**config.mk**
```make
export PLATFORM = sky130hd
export DESIGN_NAME = fixed_capacity_array_list
export DESIGN_NICKNAME = d
export VERILOG_FILES = /design/src/sv/fcal_pkg.sv /design/src/sv/fixed_capacity_array_list.sv /design/src/sv/fcal_dp.sv /design/src/sv/fcal_ctrl.sv
export SDC_FILE = /design/constraint.sdc
export NUM_CORES = 1
export LEC_CHECK = 0
export BUFFER_PORTS_ARGS = -buffer_cell sky130_fd_sc_hd__buf_4
export CORE_ASPECT_RATIO = 0.8
export CORE_MARGIN = 1.5
export CORE_UTILIZATION = 25
export CTS_BUF_LIST = sky130_fd_sc_hd__clkbuf_2 sky130_fd_sc_hd__clkbuf_4 sky130_fd_sc_hd__clkbuf_8
export DETAILED_ROUTE_END_ITERATION = 8
export GPL_TIMING_DRIVEN = 0
export PLACE_DENSITY = 0.47
export SLEW_MARGIN = 10
export SYNTH_ARGS = -nofsm -noshare
export SYNTH_HDL_FRONTEND = slang
export SYNTH_SLANG_ARGS = --single-unit
```
**constraint.sdc**
```tcl
create_clock -name clk_i -period 4.65 [get_ports clk_i]
set_input_delay 0.93 -clock clk_i [delete_from_list [all_inputs] [get_ports clk_i]]
set_output_delay 0.93 -clock clk_i [all_outputs]
set_load 0.02 [all_outputs]
```
**src/sv/fcal_pkg.sv**
```systemverilog
// Shared types and constants of the fixed-capacity array list.
// Holds the command codes, port widths and the controller/datapath structs.
// No dependencies.
package fcal_pkg;

  // Widths of the item fields and the config register
  localparam int unsigned CMD_W   = 4;
  localparam int unsigned POS_W   = 5;
  localparam int unsigned DATA_W  = 32;
  localparam int unsigned OCC_W   = 5;
  localparam int unsigned LIMIT_W = 5;
  localparam int unsigned FIDX_W  = 4;
  localparam int unsigned MCNT_W  = 5;
  localparam int unsigned SIZE_W  = 5;

  // Reset value of the capacity limit register
  localparam logic [LIMIT_W-1:0] LIMIT_RST = 5'd16;

  // Command codes
  typedef enum logic [CMD_W-1:0] {
    OP_INSERT     = 4'd0,
    OP_PUSH_BACK  = 4'd1,
    OP_REMOVE_AT  = 4'd2,
    OP_POP_BACK   = 4'd3,
    OP_UPDATE     = 4'd4,
    OP_READ_AT    = 4'd5,
    OP_FIND_NTH   = 4'd6,
    OP_COUNT      = 4'd7,
    OP_REMOVE_NTH = 4'd8,
    OP_REMOVE_ALL = 4'd9,
    OP_CLEAR      = 4'd10
  } fcal_op_e;

  // Commands from the controller to the datapath
  typedef struct packed {
    logic load;        // latch the input item
    logic fwd_init;    // start a forward compaction / search pass
    logic fwd_step;    // advance the forward pass by one entry
    logic fwd_commit;  // take the new size after a removing pass
    logic bwd_init;    // start a backward shift for insert
    logic bwd_step;    // advance the backward shift by one entry
    logic rd_one;      // single read for read_at / pop_back
    logic take_data;   // capture the single read data
    logic put;         // write the item value at its slot
    logic clear;       // drop all elements
    logic mark_ok;     // result status is success
    logic out_load;    // load the result register
  } fcal_ctl_t;

  // Status from the datapath to the controller
  typedef struct packed {
    logic [CMD_W-1:0] op;
    logic             pos_lt_cnt;
    logic             pos_le_cnt;
    logic             full;
    logic             empty;
    logic             fwd_done;
    logic             bwd_done;
  } fcal_stat_t;

endpackage

```
**src/sv/fixed_capacity_array_list.sv**
```systemverilog
// Channel   | Signals                                              | Direction
// ----------+------------------------------------------------------+----------
// in        | in_valid_i/in_ready_o, command_i, position_i,        | input
//           | element_value_i, occurrence_i                        |
// out       | out_valid_o/out_ready_i, status_o, data_out_o,       | output
//           | found_index_o, match_count_o, size_now_o             |
// cfg       | cfg_valid_i/cfg_ready_o, capacity_limit_i            | input
//
// One item at a time. Insert, remove and search walk the element memory, one
// entry a cycle, and then drain the last read; update, clear and a failing
// check skip the walk, and read_at and pop_back take a single read. A
// finished result waits in the output register while the next item is
// accepted. Reset clears the size and sets the limit to 16; the element
// memory is not cleared. Config writes are taken every cycle.
module fixed_capacity_array_list import fcal_pkg::*; #(
  parameter int unsigned CAPACITY   = 16,
  parameter int unsigned ELEM_WIDTH = 32
) (
  input  logic               clk_i,
  input  logic               rst_ni,
  input  logic               cfg_valid_i,
  output logic               cfg_ready_o,
  input  logic [LIMIT_W-1:0] capacity_limit_i,
  input  logic               in_valid_i,
  output logic               in_ready_o,
  input  logic [CMD_W-1:0]   command_i,
  input  logic [POS_W-1:0]   position_i,
  input  logic [DATA_W-1:0]  element_value_i,
  input  logic [OCC_W-1:0]   occurrence_i,
  output logic               out_valid_o,
  input  logic               out_ready_i,
  output logic               status_o,
  output logic [DATA_W-1:0]  data_out_o,
  output logic [FIDX_W-1:0]  found_index_o,
  output logic [MCNT_W-1:0]  match_count_o,
  output logic [SIZE_W-1:0]  size_now_o
);

  fcal_ctl_t  ctl;
  fcal_stat_t st;

  // Config register is always writable
  assign cfg_ready_o = 1'b1;

  fcal_ctrl u_ctrl (
    .clk_i      (clk_i),
    .rst_ni     (rst_ni),
    .in_valid_i (in_valid_i),
    .in_ready_o (in_ready_o),
    .out_valid_o(out_valid_o),
    .out_ready_i(out_ready_i),
    .st_i       (st),
    .ctl_o      (ctl)
  );

  fcal_dp #(
    .CAPACITY  (CAPACITY),
    .ELEM_WIDTH(ELEM_WIDTH)
  ) u_dp (
    .clk_i           (clk_i),
    .rst_ni          (rst_ni),
    .cfg_valid_i     (cfg_valid_i),
    .capacity_limit_i(capacity_limit_i),
    .command_i       (command_i),
    .position_i      (position_i),
    .element_value_i (element_value_i),
    .occurrence_i    (occurrence_i),
    .ctl_i           (ctl),
    .st_o            (st),
    .status_o        (status_o),
    .data_out_o      (data_out_o),
    .found_index_o   (found_index_o),
    .match_count_o   (match_count_o),
    .size_now_o      (size_now_o)
  );

endmodule

```
**src/sv/fcal_dp.sv**
```systemverilog
// Datapath of the fixed-capacity array list: element memory, size, pointers,
// match logic and the result register. Driven by fcal_ctrl; uses fcal_pkg.
module fcal_dp import fcal_pkg::*; #(
  parameter int unsigned CAPACITY   = 16,
  parameter int unsigned ELEM_WIDTH = 32
) (
  input  logic               clk_i,
  input  logic               rst_ni,
  input  logic               cfg_valid_i,
  input  logic [LIMIT_W-1:0] capacity_limit_i,
  input  logic [CMD_W-1:0]   command_i,
  input  logic [POS_W-1:0]   position_i,
  input  logic [DATA_W-1:0]  element_value_i,
  input  logic [OCC_W-1:0]   occurrence_i,
  input  fcal_ctl_t          ctl_i,
  output fcal_stat_t         st_o,
  output logic               status_o,
  output logic [DATA_W-1:0]  data_out_o,
  output logic [FIDX_W-1:0]  found_index_o,
  output logic [MCNT_W-1:0]  match_count_o,
  output logic [SIZE_W-1:0]  size_now_o
);

  localparam int unsigned CNT_W = $clog2(CAPACITY + 1);
  localparam int unsigned IDX_W = $clog2(CAPACITY);
  localparam int unsigned PW    = (CNT_W > POS_W) ? CNT_W : POS_W;
  localparam int unsigned MW    = ((PW > OCC_W) ? PW : OCC_W) + 1;

  // Element store, no reset
  logic [ELEM_WIDTH-1:0] mem [CAPACITY];

  logic [CMD_W-1:0]      op_q;
  logic [POS_W-1:0]      pos_q;
  logic [ELEM_WIDTH-1:0] val_q;
  logic [OCC_W-1:0]      occ_q;
  logic [LIMIT_W-1:0]    limit_q;
  logic [CNT_W-1:0]      count_q;
  logic [CNT_W-1:0]      ptr_q;
  logic [CNT_W-1:0]      wr_q;
  logic [CNT_W-1:0]      matches_q;
  logic                  rd_vld_q;
  logic [IDX_W-1:0]      rd_idx_q;
  logic [ELEM_WIDTH-1:0] rd_data_q;
  logic                  ok_q;
  logic [ELEM_WIDTH-1:0] data_q;
  logic [IDX_W-1:0]      fidx_q;

  logic                  status_q;
  logic [DATA_W-1:0]     data_out_q;
  logic [FIDX_W-1:0]     fidx_out_q;
  logic [MCNT_W-1:0]     mcnt_out_q;
  logic [SIZE_W-1:0]     size_q;

  logic [PW-1:0]         cnt_w, pos_w, lim_w, ptr_w, pos_eff_w, rd_idx_w;
  logic [CNT_W-1:0]      ptr_m1, cnt_m1, fwd_start;
  logic [MW-1:0]         next_match;
  logic                  is_rm, is_tally, match, hit, drop, keep_wr, one_taken;
  logic                  fwd_more, bwd_more;
  logic                  rd_en, wr_en;
  logic [IDX_W-1:0]      rd_addr, wr_addr;
  logic [ELEM_WIDTH-1:0] wr_data;

  // Widen everything that is compared against the size
  assign cnt_w     = PW'(count_q);
  assign pos_w     = PW'(pos_q);
  assign lim_w     = PW'(limit_q);
  assign ptr_w     = PW'(ptr_q);
  assign rd_idx_w  = PW'(rd_idx_q);
  assign pos_eff_w = (op_q == OP_PUSH_BACK) ? cnt_w : pos_w;
  assign ptr_m1    = ptr_q - CNT_W'(1);
  assign cnt_m1    = count_q - CNT_W'(1);
  assign fwd_start = (op_q == OP_REMOVE_AT) ? CNT_W'(pos_q) : '0;

  assign is_rm    = (op_q == OP_REMOVE_AT) || (op_q == OP_REMOVE_NTH) ||
                    (op_q == OP_REMOVE_ALL);
  assign is_tally = (op_q == OP_COUNT) || (op_q == OP_REMOVE_ALL);

  // Match and drop decision on the entry returned by the last read
  assign match      = (rd_data_q == val_q);
  assign next_match = MW'(matches_q) + MW'(1);
  assign hit        = match && (next_match == MW'(occ_q));
  assign drop       = ((op_q == OP_REMOVE_ALL) && match) ||
                      ((op_q == OP_REMOVE_NTH) && hit) ||
                      ((op_q == OP_REMOVE_AT) && (rd_idx_w == pos_w));
  assign keep_wr    = ctl_i.fwd_step && rd_vld_q && is_rm && !drop;
  assign one_taken  = ctl_i.fwd_step && rd_vld_q &&
                      ((drop && (op_q != OP_REMOVE_ALL)) ||
                       ((op_q == OP_FIND_NTH) && hit));

  assign fwd_more = (ptr_w < cnt_w);
  assign bwd_more = (ptr_w > pos_eff_w);

  // Read port address
  always_comb begin
    rd_en   = 1'b0;
    rd_addr = ptr_q[IDX_W-1:0];
    if (ctl_i.fwd_step && fwd_more) begin
      rd_en   = 1'b1;
      rd_addr = ptr_q[IDX_W-1:0];
    end else if (ctl_i.bwd_step && bwd_more) begin
      rd_en   = 1'b1;
      rd_addr = ptr_m1[IDX_W-1:0];
    end else if (ctl_i.rd_one) begin
      rd_en   = 1'b1;
      rd_addr = (op_q == OP_POP_BACK) ? cnt_m1[IDX_W-1:0] : IDX_W'(pos_q);
    end
  end

  // Write port: value store, compaction or shift up
  always_comb begin
    wr_en   = 1'b0;
    wr_addr = IDX_W'(pos_eff_w);
    wr_data = val_q;
    if (ctl_i.put) begin
      wr_en   = 1'b1;
      wr_addr = IDX_W'(pos_eff_w);
      wr_data = val_q;
    end else if (keep_wr) begin
      wr_en   = 1'b1;
      wr_addr = wr_q[IDX_W-1:0];
      wr_data = rd_data_q;
    end else if (ctl_i.bwd_step && rd_vld_q) begin
      wr_en   = 1'b1;
      wr_addr = rd_idx_q + IDX_W'(1);
      wr_data = rd_data_q;
    end
  end

  // Memory write and registered read
  always_ff @(posedge clk_i) begin
    if (wr_en) begin
      mem[wr_addr] <= wr_data;
    end
  end

  always_ff @(posedge clk_i) begin
    if (rd_en) begin
      rd_data_q <= mem[rd_addr];
      rd_idx_q  <= rd_addr;
    end
  end

  // Control state: limit, size, read pipeline flag
  always_ff @(posedge clk_i or negedge rst_ni) begin
    if (!rst_ni) begin
      limit_q  <= LIMIT_RST;
      count_q  <= '0;
      rd_vld_q <= 1'b0;
    end else begin
      rd_vld_q <= rd_en;
      if (cfg_valid_i) begin
        limit_q <= capacity_limit_i;
      end
      if (ctl_i.clear) begin
        count_q <= '0;
      end else if (ctl_i.rd_one && (op_q == OP_POP_BACK)) begin
        count_q <= cnt_m1;
      end else if (ctl_i.put && ((op_q == OP_INSERT) || (op_q == OP_PUSH_BACK))) begin
        count_q <= count_q + CNT_W'(1);
      end else if (ctl_i.fwd_commit && is_rm) begin
        count_q <= wr_q;
      end
    end
  end

  // Item fields, pass pointers and result fields
  always_ff @(posedge clk_i) begin
    if (ctl_i.load) begin
      op_q   <= command_i;
      pos_q  <= position_i;
      val_q  <= ELEM_WIDTH'(element_value_i);
      occ_q  <= occurrence_i;
      ok_q   <= 1'b0;
      data_q <= '0;
      fidx_q <= '0;
    end else begin
      if (ctl_i.mark_ok || one_taken) begin
        ok_q <= 1'b1;
      end
      if (ctl_i.take_data || (one_taken && (op_q != OP_FIND_NTH))) begin
        data_q <= rd_data_q;
      end
      if (one_taken && (op_q == OP_FIND_NTH)) begin
        fidx_q <= rd_idx_q;
      end
    end

    // Pass pointers
    if (ctl_i.fwd_init) begin
      ptr_q     <= fwd_start;
      wr_q      <= fwd_start;
      matches_q <= '0;
    end else if (ctl_i.bwd_init) begin
      ptr_q <= count_q;
    end else begin
      if (ctl_i.fwd_step && fwd_more) begin
        ptr_q <= ptr_q + CNT_W'(1);
      end else if (ctl_i.bwd_step && bwd_more) begin
        ptr_q <= ptr_m1;
      end
      if (keep_wr) begin
        wr_q <= wr_q + CNT_W'(1);
      end
      if (ctl_i.fwd_step && rd_vld_q && match) begin
        matches_q <= matches_q + CNT_W'(1);
      end
    end

    // Result register
    if (ctl_i.out_load) begin
      status_q   <= !ok_q;
      data_out_q <= DATA_W'(data_q);
      fidx_out_q <= FIDX_W'(fidx_q);
      mcnt_out_q <= is_tally ? MCNT_W'(matches_q) : '0;
      size_q     <= SIZE_W'(count_q);
    end
  end

  // Status to the controller
  assign st_o.op         = op_q;
  assign st_o.pos_lt_cnt = (pos_w < cnt_w);
  assign st_o.pos_le_cnt = (pos_w <= cnt_w);
  assign st_o.full       = (cnt_w >= lim_w) || (cnt_w >= PW'(CAPACITY));
  assign st_o.empty      = (count_q == '0);
  assign st_o.fwd_done   = !fwd_more && !rd_vld_q;
  assign st_o.bwd_done   = !bwd_more && !rd_vld_q;

  assign status_o      = status_q;
  assign data_out_o    = data_out_q;
  assign found_index_o = fidx_out_q;
  assign match_count_o = mcnt_out_q;
  assign size_now_o    = size_q;

  // Size never runs past the store
  a_count_bound: assert property (@(posedge clk_i) disable iff (!rst_ni)
    count_q <= CNT_W'(CAPACITY))
    else $error("size exceeds capacity");

  // The value write never collides with a read still in flight
  a_put_no_pending: assert property (@(posedge clk_i) disable iff (!rst_ni)
    ctl_i.put |-> !rd_vld_q)
    else $error("put while read data pending");

endmodule

```
**src/sv/fcal_ctrl.sv**
```systemverilog
// Controller of the fixed-capacity array list: sequences each item through
// dispatch, memory passes and the result register. Uses fcal_pkg.
module fcal_ctrl import fcal_pkg::*; (
  input  logic       clk_i,
  input  logic       rst_ni,
  input  logic       in_valid_i,
  output logic       in_ready_o,
  output logic       out_valid_o,
  input  logic       out_ready_i,
  input  fcal_stat_t st_i,
  output fcal_ctl_t  ctl_o
);

  localparam logic [2:0] S_IDLE = 3'd0;
  localparam logic [2:0] S_DISP = 3'd1;
  localparam logic [2:0] S_FWD  = 3'd2;
  localparam logic [2:0] S_BWD  = 3'd3;
  localparam logic [2:0] S_RDW  = 3'd4;
  localparam logic [2:0] S_FIN  = 3'd5;

  logic [2:0] state_q, state_d;
  logic       out_valid_q, out_valid_d;

  assign in_ready_o  = (state_q == S_IDLE);
  assign out_valid_o = out_valid_q;

  // Next state and commands
  always_comb begin
    state_d     = state_q;
    out_valid_d = out_valid_q && !out_ready_i;
    ctl_o       = '0;
    unique case (state_q)
      S_IDLE: begin
        if (in_valid_i) begin
          ctl_o.load = 1'b1;
          state_d    = S_DISP;
        end
      end
      S_DISP: begin
        state_d = S_FIN;
        unique case (st_i.op) inside
          OP_INSERT, OP_PUSH_BACK: begin
            if (!st_i.full && ((st_i.op == OP_PUSH_BACK) || st_i.pos_le_cnt)) begin
              ctl_o.bwd_init = 1'b1;
              state_d        = S_BWD;
            end
          end
          OP_REMOVE_AT: begin
            if (st_i.pos_lt_cnt) begin
              ctl_o.fwd_init = 1'b1;
              state_d        = S_FWD;
            end
          end
          OP_POP_BACK: begin
            if (!st_i.empty) begin
              ctl_o.rd_one  = 1'b1;
              ctl_o.mark_ok = 1'b1;
              state_d       = S_RDW;
            end
          end
          OP_READ_AT: begin
            if (st_i.pos_lt_cnt) begin
              ctl_o.rd_one  = 1'b1;
              ctl_o.mark_ok = 1'b1;
              state_d       = S_RDW;
            end
          end
          OP_UPDATE: begin
            if (st_i.pos_lt_cnt) begin
              ctl_o.put     = 1'b1;
              ctl_o.mark_ok = 1'b1;
            end
          end
          OP_FIND_NTH, OP_REMOVE_NTH: begin
            ctl_o.fwd_init = 1'b1;
            state_d        = S_FWD;
          end
          OP_COUNT, OP_REMOVE_ALL: begin
            ctl_o.fwd_init = 1'b1;
            ctl_o.mark_ok  = 1'b1;
            state_d        = S_FWD;
          end
          OP_CLEAR: begin
            ctl_o.clear   = 1'b1;
            ctl_o.mark_ok = 1'b1;
          end
          default: begin
            state_d = S_FIN;
          end
        endcase
      end
      S_FWD: begin
        if (st_i.fwd_done) begin
          ctl_o.fwd_commit = 1'b1;
          state_d          = S_FIN;
        end else begin
          ctl_o.fwd_step = 1'b1;
        end
      end
      S_BWD: begin
        if (st_i.bwd_done) begin
          ctl_o.put     = 1'b1;
          ctl_o.mark_ok = 1'b1;
          state_d       = S_FIN;
        end else begin
          ctl_o.bwd_step = 1'b1;
        end
      end
      S_RDW: begin
        ctl_o.take_data = 1'b1;
        state_d         = S_FIN;
      end
      S_FIN: begin
        // Hold until the result register is free
        if (!out_valid_q || out_ready_i) begin
          ctl_o.out_load = 1'b1;
          out_valid_d    = 1'b1;
          state_d        = S_IDLE;
        end
      end
      default: begin
        state_d = S_IDLE;
      end
    endcase
  end

  always_ff @(posedge clk_i or negedge rst_ni) begin
    if (!rst_ni) begin
      state_q     <= S_IDLE;
      out_valid_q <= 1'b0;
    end else begin
      state_q     <= state_d;
      out_valid_q <= out_valid_d;
    end
  end

  // An accepted item always goes to dispatch next
  a_accept_disp: assert property (@(posedge clk_i) disable iff (!rst_ni)
    (in_valid_i && in_ready_o) |=> (state_q == S_DISP))
    else $error("accepted item not dispatched");

  // A blocked result keeps the finished item waiting
  a_fin_hold: assert property (@(posedge clk_i) disable iff (!rst_ni)
    (state_q == S_FIN && out_valid_q && !out_ready_i) |=> (state_q == S_FIN))
    else $error("finished item left while result blocked");

  // A new result only appears from the finish step
  a_out_from_fin: assert property (@(posedge clk_i) disable iff (!rst_ni)
    (ctl_o.out_load) |-> (state_q == S_FIN && (!out_valid_q || out_ready_i)))
    else $error("result loaded outside finish");

endmodule
```
==> summary.md <==
| Metric | Value |
|---|---|
| Status | complete, but fails checks |
| Violated checks | negative setup slack |
| Post-synthesis simple-gate area fraction | between 10% and 20% |
| Part of the cycle the worst path needs | 101% |
| Combinational share of power | between 30% and 40% |
| RSZ-0062 raised after global routing | yes |
| Signal arrival time at the worst endpoint | between 5000 and 6000 ps |
| Library cells used by synthesis | 76 |
| Signed area change from the synthesized netlist to the final layout | 20.8% |
| Critical R2R Launch | u_dp.rd_data_q[18] |
| Cell leakage power | roughly 12 nW |
| Library cell contributing the largest single delay on the critical path | edfxtp_1 |
| Reg clk slew, reported paths | roughly 70 ps |
| Pre-Repair DR Iteration Count | 5 |
| Post-DR wirelength/cell | roughly 23 microns |
| Gate count of the mapped netlist | ~2,100 |
| Net count after synthesis | about 2,200 |
| Buffers & Inverters on Critical Path | 1 |
| Final-stage net count | 2,447 |
| Hold Crit Class | in -> reg |
| Total number of vias | around 19,000 |
| CTS buffer count | ~110 |
| Critical path required time | 5110 ps |
| Worst-case headroom to the max-slew limit | a little under a quarter |
| Antenna violations before repair | 4 |
| Mean instance size in the synthesized netlist | roughly 14 sq um |
| Fin worst setup slack | -47.1 ps |
| Worst setup path startpoint | u_dp.rd_data_q[18] |
| DRT antenna net count | 0 |
| Sum Neg Setup Slack | -1950 ps |
| I/O pin cnt | between 100 and 150 |
| Total of endpoints with negative setup slack in the final report | 86 |
| Hpwl dp | about 64,000 microns |
| Cell Area, Synth | between 20,000 and 30,000 sq um |
| Largest fanout of any net on the critical path | 16 |
| Fraction of layout instances using a drive strength above 1 | 21.2% |
| Drt first-iter violations | slightly below 2,000 |
| Synth async-reset ratio | under 10% |
| Final hold violation count | 0 |
| Clock power frac | 26.4% |
| Power Density | slightly below 600 nW/um^2 |
| Internal power | roughly 0.013 W |
| Core Area | ~120,000 sq um |
| Crit start category | flop |
| Net switching power figure | between 0.007 and 0.008 W |
| Last weighted congestion value of the routability-driven placer | about 0.84 |
| Predominant post-synthesis flop cell | edfxtp_1 |
| Hold wc startpoint | element_value_i[18] |
| Total clock sinks | 708 |
| Area share of fa/ha/maj cells after synthesis | a little over 1% |
| Maximum clock frequency | about 210 MHz |
| Hold slack | 318 ps |
| Chain of cells forming the critical path | xnor2_2, nand4_1, nor4_4, nand2_1, o311ai_2, nand2_1, clkbuf_1, mux2_2 |
| Final wirelength | slightly above 90,000 microns |
| Worst-Skew Late Latency | 800 ps |
| Filler cell count in the final layout | roughly 12,000 |
| Overflow after GRT | 0 |
| Max Clock Skew | 50.2 ps |
| Number of global-route vias before repair | about 19,000 |
| Critical path's top delay family | simple AND/OR/NAND/NOR gates |
| Sum of internal, switching and leakage power | around 0.021 W |
| Die Footprint | 120,000 sq um |
| Port Buffers | 103 |
| Classification of the worst setup path | reg -> reg |
| Post-Synth XOR/XNOR Area | under 10% |
| Initial cell density of the core | about a quarter |
| Post-synth EDFFs | 651 |
| Area fraction in compound gates after synthesis | 4.93% |
| H-tree lvl count | 3 |
| Most used cell along the critical path | nand2_1 |
| Flop pwr share | 40.0% |
| Routed vias/inst | roughly 4.7 |
| Largest vdd supply drop | ~0.00029 V |
| First-pass GRT wire length | 132,000 microns |
| Placed insts | roughly 3,800 |
| Count of non-filler cells in the finished layout | 4,003 |
| Gr usage total | between 15 and 20% |
| Final critical delay including setup and external delays | ~4700 ps |
| Worst-case clock buffer depth | 3 |
| Largest stage delay, worst path | 610 ps |
| Number of max-cap violations | 0 |
| Endpoint kind of the worst setup timing path | flop |
| Number of max-slew violations in the final report | 0 |
| CTS tree | built |
| Remaining design rule violation count | 0 |
| Commonest non-fill, non-tap cell in the layout | edfxtp_1 |
| Dominant combinational cell family by area after synthesis | simple AND/OR/NAND/NOR gates |
| Mux share of post-synthesis cell area | roughly 6.3% |
| Die W | a little under 400 microns |
| Synth Warn # | 0 |
| Number of flip-flops and latches in the synthesized netlist | just over 700 |
| Sequential fraction of the synthesis area | between 70% and 80% |
| Die Span Y | just over 300 microns |
| Sw Ratio | between 30% and 40% |
| Cell row count | around 110 |
| Slew @ Worst Pin | between 1000 and 1500 ps |
| Most frequent cells in the layout | edfxtp_1 (651), nand2_1 (364), nand3_1 (209) |
| CTS root buf | clkbuf_8 |
| Pin count of the biggest net entering global routing | 38 |
==> synth_stat cells, types with 11 or more instances <==
master	instances	area [sq um]
o21ai_0	32	160
a211o_1	64	561
ha_1	23	288
edfxtp_1	651	19500
nor2_1	86	323
buf_2	36	180
nand3_1	211	1060
mux2i_1	72	721
nor3_1	14	70.1
o211ai_1	32	240
xor2_1	11	96.3
dfrtp_1	14	350
mux4_2	32	721
clkbuf_1	73	274
inv_1	28	105
xnor2_1	51	447
mux2_2	34	383
nand2_1	364	1370
dfxtp_1	42	841
a21oi_1	25	125
nand4_1	82	513
==> through the flow <==
step	util, %	instance area (sq um)	setup WS [ps]
final	30.5	35600	-47.1
after global routing	30.5	35600	-113
after CTS	30.4	35500	7.86
after detailed placement	28.1	32800	-1560
after global placement	27.5	32100	-3680
after floorplan	-	29400	296
==> power by group through the flow <==
stage | Sequential (W) | Clock [W] | Combinational (W)
after floorplan | 0.00844 | 0 | 0.00400
after global placement | 0.00854 | 0 | 0.00665
after detailed placement | 0.00848 | 0 | 0.00685
after CTS | 0.00836 | 0.00565 | 0.00697
after global routing | 0.00842 | 0.00589 | 0.00758
final | 0.00835 | 0.00550 | 0.00701
==> repair_timing <==
item                                    4_1_cts  5_1_grt
endpoints found under the hold margin        14        0
cloned                                        0        0
buffers inserted                             18        4
resized for setup                            44       42
hold buffers                                  1        0
pin swaps                                    18        3
endpoints found under the setup margin     1093      858
==> sequential cells by signal, summed over array words and instances, names as in the netlist, 3 cells and up <==
signal,cells
u_ctrl.state_q,3
u_dp.cnt_w,5
u_dp.data_out_o,32
u_dp.data_q,32
u_dp.fidx_q,4
u_dp.found_index_o,4
u_dp.lim_w,5
u_dp.match_count_o,5
u_dp.matches_q,5
u_dp.mem,512
u_dp.occ_q,5
u_dp.op_q,4
u_dp.pos_q,5
u_dp.ptr_q,5
u_dp.rd_data_q,32
u_dp.rd_idx_q,4
u_dp.size_now_o,5
u_dp.val_q,32
u_dp.wr_q,5
==> logic make-up (layout without fill, tap and decap cells) <==
group | count (synthesis) | after routing
multiplexers | 140 | 140
XOR/XNOR | 62 | 62
other | 1 | 4
AO/OA/AOI/OAI | 198 | 198
flip-flops | 708 | 708
buffers and inverters | 157 | 503
adder cells (fa/ha/maj) | 24 | 24
AND/OR/NAND/NOR | 825 | 825
==> path summary, 6_finish.rpt <==
kind / to / slack, ps / depth (start not counted)
worst min register to register: u_dp.data_out_o[31] / 430 / 0
min in group asynchronous: u_dp.lim_w[1] / 530 / 2
max in group asynchronous: u_dp.lim_w[4] / 3860 / 2
worst max-delay path: u_dp.mem[1][11] / -50 / 8
worst max register to register: u_dp.mem[1][11] / -50 / 8
worst min-delay path: u_dp.val_q[18] / 320 / 1
==> cell type report <==
| cell class | count | area [sq um] | share of cell area, % |
|---|---|---|---|
| buffer | 124 | 643 | 1.81 |
| clock inverter | 41 | 362 | 1.02 |
| clock buffer | 161 | 1920 | 5.40 |
| sequential | 708 | 20800 | 58.4 |
| inverter | 30 | 118 | 0.331 |
| tap | 1539 | 1930 | 5.41 |
| timing repair buffer | 147 | 1580 | 4.45 |
| antenna | 3 | 7.51 | 0.0211 |
| multi-input combinational | 1250 | 8250 | 23.2 |
==> layer usage <==
metal	wire (microns)	part of all wire (%)	GRT usage, %
met5	0	0	0
met3	6160	6.7	2.72
met4	1670	1.8	3.99
met2	39000	43	22.5
met1	44700	49	22.4
Note: power is estimated with default switching activity, not from simulation.
